**config.mk**
```make
export PLATFORM = sky130hd
export DESIGN_NAME = timing_event_log_decoder_core
export DESIGN_NICKNAME = d
export VERILOG_FILES = /design/src/hdl/tled_pkg.sv /design/src/hdl/tled_decode.sv /design/src/hdl/timing_event_log_decoder_core.sv
export SDC_FILE = /design/constraint.sdc
export NUM_CORES = 1
export LEC_CHECK = 0
export BUFFER_PORTS_ARGS = -buffer_cell sky130_fd_sc_hd__buf_4
export CORE_UTILIZATION = 55
export CTS_CLUSTER_DIAMETER = 30
export CTS_CLUSTER_SIZE = 12
export DETAILED_ROUTE_END_ITERATION = 7
export GPL_ROUTABILITY_DRIVEN = 0
export PLACE_DENSITY = 0.82
export SLEW_MARGIN = 0
export SYNTH_ARGS = -nofsm -noshare
export SYNTH_HDL_FRONTEND = slang
export SYNTH_HIERARCHICAL = 1
export SYNTH_SLANG_ARGS = --single-unit
```
**constraint.sdc**
```tcl
create_clock -name i_clk -period 3.1 [get_ports i_clk]
set_input_delay 0.155 -clock i_clk [delete_from_list [all_inputs] [get_ports i_clk]]
set_output_delay 0.155 -clock i_clk [all_outputs]
set_load 0.02 [all_outputs]
```
**src/hdl/tled_pkg.sv**
```systemverilog
// Package for the timing event log decoder: event codes, record kinds
// and the record struct. No dependencies.
package tled_pkg;

    localparam logic [7:0] CODE_TOD_ZERO  = 8'd112;
    localparam logic [7:0] CODE_TOD_ONE   = 8'd113;
    localparam logic [7:0] CODE_HEARTBEAT = 8'd122;
    localparam logic [7:0] CODE_PPS       = 8'd125;

    localparam logic [5:0] TOD_BITS      = 6'd32;
    localparam logic [5:0] TOD_COUNT_MAX = 6'd33;

    localparam logic [2:0] KIND_HB_FIRST = 3'd0;
    localparam logic [2:0] KIND_HB       = 3'd1;
    localparam logic [2:0] KIND_PPS_SEC  = 3'd2;
    localparam logic [2:0] KIND_PPS_BARE = 3'd3;
    localparam logic [2:0] KIND_OTHER    = 3'd4;

    typedef struct packed {
        logic [2:0]  kind;
        logic [7:0]  code;
        logic [31:0] value;
    } t_rec;

endpackage

```
**src/hdl/tled_decode.sv**
```systemverilog
// Event decoder: holds the heartbeat/event tick history and the time-of-day
// shift register, and forms up to one record per word. Depends on tled_pkg.
module tled_decode
    import tled_pkg::*;
(
    input  logic        i_clk,
    input  logic        i_rst_n,
    input  logic        i_fire,
    input  logic        i_op,
    input  logic [7:0]  i_code,
    input  logic [31:0] i_ticks,
    output logic        o_has_result,
    output t_rec        o_rec
);

    logic        r_first_hb;
    logic [31:0] r_last_hb_ticks;
    logic [31:0] r_last_ev_ticks;
    logic [31:0] r_time_shift;
    logic [5:0]  r_bit_count;

    logic        n_first_hb;
    logic [31:0] n_last_hb_ticks;
    logic [31:0] n_last_ev_ticks;
    logic [31:0] n_time_shift;
    logic [5:0]  n_bit_count;

    always_comb begin
        n_first_hb      = r_first_hb;
        n_last_hb_ticks = r_last_hb_ticks;
        n_last_ev_ticks = r_last_ev_ticks;
        n_time_shift    = r_time_shift;
        n_bit_count     = r_bit_count;
        o_has_result    = 1'b0;
        o_rec.kind      = KIND_OTHER;
        o_rec.code      = i_code;
        o_rec.value     = 32'd0;
        if (i_op) begin
            n_first_hb  = 1'b1;
            n_bit_count = 6'd0;
        end else if (i_code == CODE_TOD_ZERO || i_code == CODE_TOD_ONE) begin
            n_time_shift = {r_time_shift[30:0], (i_code == CODE_TOD_ONE)};
            if (r_bit_count < TOD_COUNT_MAX) begin
                n_bit_count = r_bit_count + 6'd1;
            end
        end else if (i_code == CODE_HEARTBEAT) begin
            o_has_result = 1'b1;
            if (r_first_hb) begin
                o_rec.kind = KIND_HB_FIRST;
                n_first_hb = 1'b0;
            end else begin
                o_rec.kind  = KIND_HB;
                o_rec.value = i_ticks - r_last_hb_ticks;
            end
            n_last_hb_ticks = i_ticks;
        end else if (i_code == CODE_PPS) begin
            o_has_result = 1'b1;
            if (r_bit_count == TOD_BITS) begin
                o_rec.kind  = KIND_PPS_SEC;
                o_rec.value = r_time_shift;
            end else begin
                o_rec.kind = KIND_PPS_BARE;
            end
            n_bit_count = 6'd0;
        end else begin
            o_has_result    = 1'b1;
            o_rec.value     = i_ticks - r_last_ev_ticks;
            n_last_ev_ticks = i_ticks;
        end
    end

    always_ff @(posedge i_clk) begin
        if (!i_rst_n) begin
            r_first_hb      <= 1'b1;
            r_last_hb_ticks <= 32'd0;
            r_last_ev_ticks <= 32'd0;
            r_time_shift    <= 32'd0;
            r_bit_count     <= 6'd0;
        end else if (i_fire) begin
            r_first_hb      <= n_first_hb;
            r_last_hb_ticks <= n_last_hb_ticks;
            r_last_ev_ticks <= n_last_ev_ticks;
            r_time_shift    <= n_time_shift;
            r_bit_count     <= n_bit_count;
        end
    end

`ifndef ASSERT_OFF
    a_count_sat: assert property (@(posedge i_clk) disable iff (!i_rst_n)
        r_bit_count <= TOD_COUNT_MAX)
        else $error("time bit count above saturation");
    a_pps_clears: assert property (@(posedge i_clk) disable iff (!i_rst_n)
        (i_fire && !i_op && i_code == CODE_PPS) |=> r_bit_count == 6'd0)
        else $error("pps did not clear bit count");
    a_hb_disarms: assert property (@(posedge i_clk) disable iff (!i_rst_n)
        (i_fire && !i_op && i_code == CODE_HEARTBEAT) |=> !r_first_hb)
        else $error("heartbeat left first flag set");
`endif

endmodule

```
**src/hdl/timing_event_log_decoder_core.sv**
```systemverilog
// A word is held in the input register, its record in the output register.
// Throughput: one word per cycle unless a record stalls at the output; the
// input register drains while a record waits whenever a word yields none.
// Reset (i_rst_n low, synchronous) empties both registers and restores the
// decoder state: first-heartbeat armed, tick history, shift and count zero.
module timing_event_log_decoder_core
    import tled_pkg::*;
(
    input  logic        i_clk,
    input  logic        i_rst_n,
    input  logic        s_axis_tvalid,
    output logic        s_axis_tready,
    input  logic [39:0] s_axis_tdata,   // [7:0] event_code, [39:8] tick_count
    input  logic        s_axis_tuser,   // [0] op
    output logic        m_axis_tvalid,
    input  logic        m_axis_tready,
    output logic [39:0] m_axis_tdata,   // [7:0] event_code_out, [39:8] value
    output logic [2:0]  m_axis_tuser    // [2:0] record_kind
);

    logic        r_in_valid;
    logic        r_in_op;
    logic [7:0]  r_in_code;
    logic [31:0] r_in_ticks;
    logic        r_out_valid;
    t_rec        r_out_rec;

    logic        has_result;
    t_rec        rec;
    logic        advance;

    assign advance = r_in_valid && (!has_result || !r_out_valid || m_axis_tready);
    assign s_axis_tready = !r_in_valid || advance;

    tled_decode u_decode (
        .i_clk        (i_clk),
        .i_rst_n      (i_rst_n),
        .i_fire       (advance),
        .i_op         (r_in_op),
        .i_code       (r_in_code),
        .i_ticks      (r_in_ticks),
        .o_has_result (has_result),
        .o_rec        (rec)
    );

    always_ff @(posedge i_clk) begin
        if (!i_rst_n) begin
            r_in_valid <= 1'b0;
        end else if (s_axis_tready) begin
            r_in_valid <= s_axis_tvalid;
        end
    end

    always_ff @(posedge i_clk) begin
        if (s_axis_tvalid && s_axis_tready) begin
            r_in_op    <= s_axis_tuser;
            r_in_code  <= s_axis_tdata[7:0];
            r_in_ticks <= s_axis_tdata[39:8];
        end
    end

    always_ff @(posedge i_clk) begin
        if (!i_rst_n) begin
            r_out_valid <= 1'b0;
        end else if (advance && has_result) begin
            r_out_valid <= 1'b1;
        end else if (m_axis_tready) begin
            r_out_valid <= 1'b0;
        end
    end

    always_ff @(posedge i_clk) begin
        if (advance && has_result) begin
            r_out_rec <= rec;
        end
    end

    assign m_axis_tvalid = r_out_valid;
    assign m_axis_tdata  = {r_out_rec.value, r_out_rec.code};
    assign m_axis_tuser  = r_out_rec.kind;

`ifndef ASSERT_OFF
    a_kind_range: assert property (@(posedge i_clk) disable iff (!i_rst_n)
        r_out_valid |-> r_out_rec.kind <= KIND_OTHER)
        else $error("record kind out of range");
    a_zero_value: assert property (@(posedge i_clk) disable iff (!i_rst_n)
        (r_out_valid && (r_out_rec.kind == KIND_HB_FIRST
                         || r_out_rec.kind == KIND_PPS_BARE))
        |-> r_out_rec.value == 32'd0)
        else $error("bare record carries a value");
    a_kind_code: assert property (@(posedge i_clk) disable iff (!i_rst_n)
        (r_out_valid && (r_out_rec.kind == KIND_PPS_SEC
                         || r_out_rec.kind == KIND_PPS_BARE))
        |-> r_out_rec.code == CODE_PPS)
        else $error("pps record with wrong code");
    a_no_drop: assert property (@(posedge i_clk) disable iff (!i_rst_n)
        (advance && has_result && r_out_valid) |-> m_axis_tready)
        else $error("record overwritten while stalled");
`endif

endmodule

```
After elaboration in Yosys (flattened, before gate mapping)
Index checks and enable logic that the tools add are counted.
Widths: inputs -> output; s select.
{"block": "totals", "ff_bits": 189, "latchBits": 0, "ram_bits": 0, "mem_bits_ro": 0, "in_bits": 45, "output_inout_bits": 45, "elab_cells": 68, "n_memories": 0}
{"block": "classes", "add_sub_neg": 3, "n_mul": 0, "n_div": 0, "order_cmp": 1, "eq_ne": 8, "shift": 0, "muxes": 20, "bitwise_logic": 4, "n_reduce_logical": 19}
{"op": "$mux 32", "count": 4}
{"op": "$sub 32x32->32", "count": 2}
{"op": "$eq 8x7->1 const B", "count": 4}
{"op": "$mux 6", "count": 5}
{"op": "$mux 1", "count": 9}
{"op": "$reduce_and 4->1", "count": 2}
{"op": "$add 6x1->6 const B", "count": 1}
{"op": "$eq 6x6->1 const B", "count": 1}
{"op": "$lt 6x6->1 const B", "count": 1}
{"op": "$mux 3", "count": 2}
{"op": "$reduce_and 3->1", "count": 2}
{"op": "$reduce_and 5->1", "count": 1}
{"op": "$logic_or 1x1->1", "count": 4}
{"op": "$not 1->1", "count": 4}
{"op": "$reduce_bool 2->1", "count": 2}
{"op": "$logic_and 1x1->1", "count": 3}
{"op": "$logic_not 1->1", "count": 3}
{"op": "$ne 3x2->1 const B", "count": 1}
{"op": "$ne 3x3->1 const B", "count": 1}
{"op": "$reduce_bool 3->1", "count": 1}
{"op": "$ne 2x2->1 const B", "count": 1}
{"op": "$reduce_or 2->1", "count": 1}

Logic depth before layout (Yosys ltp)
{"block": "depth", "ltp_word": 10, "depth_mapped": 13, "depth_no_buf": 13}

Cells and area by module
Netlist, hierarchy kept.
{"mod": "tled_decode", "instances": 1, "cells_per_inst": 1102, "area_per_inst_um2": 8089.0, "seq_area_each_um2": 2062.0}
{"mod": "timing_event_log_decoder_core", "instances": 1, "cells_per_inst": 96, "area_per_inst_um2": 2640.0, "seq_area_each_um2": 2562.5}

Worst setup path before layout
No wires, ideal clock.
{"block": "synth_path", "path_type": "register -> register", "startpoint": "reg r_in_code[4]", "endpoint": "reg r_out_rec, in the netlist m_axis_tdata[0] (enable)", "setup_ns": 0.443, "arrival_ns": 2.935, "required_time_ns": 2.657, "slack_ns": -0.279, "path_stages_with_launch": 8, "n_path_buf": 1, "synth_period_minus_slack_ns": 3.379, "path_cell_list": "edfxtp_1 > nand4b_1 > or4_1 > nand2b_1 > buf_2 > inv_1 > nand2_1 > nor2_1"}
{"block": "synth_between", "elab_chain_cells": 9, "elab_cells_between_ends": 10, "classes_between": "eq/ne: 2; mux: 2; reduce/logical: 6"}
{"element": "start, declared", "line": "timing_event_log_decoder_core.sv:23", "text": "logic [7:0] r_in_code;"}
{"element": "start signal, assigned", "line": "timing_event_log_decoder_core.sv:57", "text": "r_in_code <= s_axis_tdata[7:0];"}
{"element": "$eq 8x7->1", "line": "tled_decode.sv:41", "text": "end else if (i_code == CODE_TOD_ZERO || i_code == CODE_TOD_ONE) begin"}
{"element": "$logic_or 1x1->1 (*)", "line": "tled_decode.sv:41"}
{"element": "$mux 1 (*)", "line": "tled_decode.sv:41"}
{"element": "$mux 1 (*)", "line": "tled_decode.sv:38", "text": "if (i_op) begin"}
{"element": "named net has_result", "line": "timing_event_log_decoder_core.sv:28", "text": "logic has_result;"}
{"element": "$logic_not 1->1", "line": "timing_event_log_decoder_core.sv:32", "text": "assign advance = r_in_valid && (!has_result || !r_out_valid || m_axis_tready);"}
{"element": "$logic_or 1x1->1 (2 in series)", "line": "timing_event_log_decoder_core.sv:32"}
{"element": "$logic_and 1x1->1", "line": "timing_event_log_decoder_core.sv:32"}
{"element": "$logic_and 1x1->1 (*)", "line": "timing_event_log_decoder_core.sv:73", "text": "if (advance && has_result) begin"}
{"element": "end signal, assigned", "line": "timing_event_log_decoder_core.sv:74", "text": "r_out_rec <= rec;"}
{"element": "end, declared", "line": "timing_event_log_decoder_core.sv:26", "text": "t_rec r_out_rec;"}
Mark *: on every way through the listed nets, which the timed path passes. The rest lies on a longest branch.
A chain may end at the register's enable or synchronous reset.

Worst setup path after layout
{"block": "layout_path", "startpoint": "reg r_in_ticks[1]", "endpoint": "reg r_out_rec, in the netlist m_axis_tdata[39], data pin"}
{"block": "layout_between", "elab_chain_cells": 3, "elab_cells_between_ends": 5, "classes_between": "add/sub: 2; mux: 3"}
{"element": "start, declared", "line": "timing_event_log_decoder_core.sv:24", "text": "logic [31:0] r_in_ticks;"}
{"element": "start signal, assigned", "line": "timing_event_log_decoder_core.sv:58", "text": "r_in_ticks <= s_axis_tdata[39:8];"}
{"element": "$sub 32x32->32 (on tied branches)", "line": "tled_decode.sv:67, tled_decode.sv:53"}
{"element": "$mux 32 (on tied branches)", "line": "tled_decode.sv:56, tled_decode.sv:48"}
{"element": "$mux 32 (*)", "line": "tled_decode.sv:46", "text": "end else if (i_code == CODE_HEARTBEAT) begin"}
Every way passes the cells marked *; elsewhere a longest branch is shown, timed or not.

==> key figures <==
Outcome
  • Run status: complete, but fails checks
  • Failing checks: negative setup slack

Final layout
  • Area added between synthesis and finish: 25.0%
  • Layout cells sized above 1: 0.196
  • Fillcell total: 1360
  • Final nets: 1473
  • Fin util: 0.710
  • Fin cells: 1633
  • Final instance area: 13400 um^2
  • N_diodes: 0

Timing
  • Fin. max-slew vios: 0
  • Post-Route Skew: about 11 ps
  • Tightest Pin Transition: 874 ps
  • Final Hold Vio Count: 0
  • RSZ-0062 raised after global routing: yes
  • Period utilization: 1.01
  • Setup ws final: -40.6 ps
  • Post-Route Setup TNS: -78.6 ps
  • Final Setup Violations: 3
  • Peak Freq: around 320 MHz
  • Final Critical Period: 3140 ps
  • Worst slew margin: 0.418

Critical path
  • Worst Path Arrival: 3340 ps
  • Crit. End Element: flop
  • CP delay by family, top: compound AO/OA/AOI/OAI gates
  • Data required, critical path: 3300 ps
  • Startpoint Class: flop
  • Reg2reg end: m_axis_tdata[39]
  • Crit Path Category: flop to flop
  • R2R setup slack: -40 ps
  • Crit path buf inv count: 0
  • Critical path depth: 11
  • Crit-path max FO: 5
  • FF-to-FF path depth: 11
  • Crit-path slowest cell: edfxtp_1
  • CP Cell Sequence: ha_1 > nor2b_1 > o31a_1 > o211ai_1 > nand2_1 > a21oi_4 > o31ai_2 > o41a_1 > a31oi_1 > xnor2_1 > o211ai_1
  • Most frequent CP cell: o211ai_1
  • CP peak stage delay: 460 ps
  • RR Startpoint: r_in_ticks[1]

Yosys
  • Distinct cells, synth: 77
  • Adder-Cell Fraction of Synth Area: 0.0807
  • Mapped cell area: 10700 um^2
  • Multiplexer share of the synthesized area: 0.00187
  • Post-synth top flop: dfxtp_1
  • Share of the synthesized area in the top cell type: 0.235
  • Post-synth ARST share: 0
  • Cells after Synth: 1198
  • EDFF count, synth: 84
  • Synth warn: 6
  • Simple-gate share of the synthesized area: 0.166
  • XOR/XNOR Fraction of Synth Area: 0.0457
  • Register area share after synthesis: 0.431
  • Synthesized net count: 1311
  • Compound-Gate Fraction of Synth Area: 0.220
  • Synth top area cells: edfxtp_1 (24%), dfxtp_1 (20%), nand2_1 (8.6%), ha_1 (7.7%), a21boi_0 (4.0%)
  • Most frequent cell after synthesis: nand2_1
  • #FFs+latches synth: 189
  • Avg Cell Area, Syn: 8.96 um^2
  • Largest family of logic cells by synthesized area: compound AO/OA/AOI/OAI gates
  • Post-synth top area cell: edfxtp_1
  • Post-synth top cells: nand2_1 (245), dfxtp_1 (105), edfxtp_1 (84)

Die
  • Rows: 50
  • Initial Utilization: 0.568
  • Die Y: ~140 um
  • Die area: between 20000 and 25000 um^2
  • I/O pin total: 90
  • Core region area: 18900 um^2
  • Die W: 142 um

Clocking
  • CTS tree: yes
  • Clock sinks: between 150 and 200
  • Total CTS buffers: 17
  • Root buffer cell: clkbuf_16
  • Register clock-pin slew on the reported worst setup and hold paths: 80 ps
  • CTS max path bufs: 2
  • Level count of the clock H-tree: 4
  • Worst skew pair latency: between 400 and 500 ps

Job
  • Max-Cap Viols: 0

Power and ir drop
  • Pwr Density: roughly 450 nW/um^2
  • Leakage: around 5 nW
  • Worst VDD drop: 372 uV

Place
  • Port Buf Inserts: 89
  • Placed cell count: 1541
  • Placed cell area: around 12000 um^2
  • Dpl hpwl: ~19000 um

Global route
  • GR Util met2: 0.484
  • Largest net degree at the start of global routing: 102
  • Global route hottest layer: met2
  • Met1 usage: 0.362
  • Grt total ovfl: 0
  • Met3 Use GR: 0.0543
  • Tot GR Track Use: 0.291
  • Initial antenna violation count: 0
  • First-pass GRT wire length: 45600 um
  • Vias in the first global route: 9211

Drt
  • Residual DRC: 0
  • Post-route ant nets: 0
  • DR vias: 9623
  • Drt pass-1 iters: 6
  • Final WL: 29000 um
  • DR WL/cell: 17.8 um
  • DR iter-0 viols: ~820
  • Vias per cell: 5.89

Hold path
  • Worst min path class: input pin to flop
  • Hold Crit Depth: 2
  • Min-Delay Startpoint: i_rst_n
  • Worst hold path endpoint: u_decode/r_first_hb
stage by stage:
stage	setup WS [ps]	power [W]	hold slack, ps
2_1_floorplan	138	0.00342	254
3_3_place_gp	-21.8	0.00370	333
3_5_place_dp	-179	0.00372	334
4_1_cts	-26.0	0.00591	272
5_1_grt	-150	0.00618	342
6_report	-40.6	0.00597	285
layer usage:
metal / share of wire / routed length (um)
met1: 0.41 / 11900
met2: 0.48 / 13900
met3: 0.071 / 2050
met4: 0.037 / 1070
met5: 0 / 0
power by group:
part	total (W)	internal [W]	switching, W
clock network	0.00212	0.00108	0.00104
logic	0.00112	0.000510	0.000611
registers	0.00273	0.00268	0.0000490
repair_timing:
action | 4_1_cts | 5_1_grt
endpoints found under the setup margin | 10 | 15
pin swaps | 11 | 37
gates resized for setup | 26 | 44
buffers inserted | 7 | 10
hold buffers | 43 | 0
endpoints found under the hold margin | 43 | 0
cells in the final DEF (no fill, tap or decap), drive strengths merged, types with 8 or more instances in the layout:
cell type / n
a211oi: 9
a21boi: 99
a21o: 16
a21oi: 79
a221oi: 10
a31oi: 16
and3: 8
buf: 162
clkbuf: 18
dfxtp: 105
dlygate4sd3: 43
edfxtp: 84
ha: 66
inv: 88
nand2: 246
nand3: 23
nand4: 8
nor2: 65
nor2b: 10
nor3: 10
o21a: 13
o21ai: 43
xnor2: 38
xor2: 18
sequential cells by signal, indices dropped and copies added (netlist names):
register / cells
u_decode/r_first_hb: 1
r_in_valid: 1
r_in_code: 8
m_axis_tdata: 40
m_axis_tvalid: 1
r_in_op: 1
m_axis_tuser: 3
u_decode/r_bit_count: 6
u_decode/r_last_hb_ticks: 32
u_decode/r_last_ev_ticks: 32
u_decode/r_time_shift: 32
r_in_ticks: 32
worst max-delay path by stage:
stage | start | endpoint
finish | r_in_ticks[1] | m_axis_tdata[39]
global route | r_in_ticks[0] | m_axis_tdata[32]
CTS | r_in_ticks[0] | m_axis_tdata[38]
detailed placement | r_in_ticks[2] | m_axis_tdata[32]
global placement | r_in_ticks[2] | m_axis_tdata[32]
floorplan | r_in_code[7] | r_in_code[0]
cell type report:
cell class | count | area [um^2] | area share
multi-input combinational | 865 | 5890 | 0.439
sequential | 189 | 4630 | 0.345
timing repair buffer | 205 | 1690 | 0.126
clock buffer | 18 | 439 | 0.0328
tap | 260 | 325 | 0.0243
inverter | 82 | 308 | 0.0230
clock inverter | 14 | 130 | 0.00971
cells by family after synthesis:
logic type	count (synthesis)
compound gates	336
xor+xnor	56
fa+ha+maj	68
buf+inv	144
flops	189
mux	2
simple gates	403
Note: power is estimated with default switching activity, not from simulation.
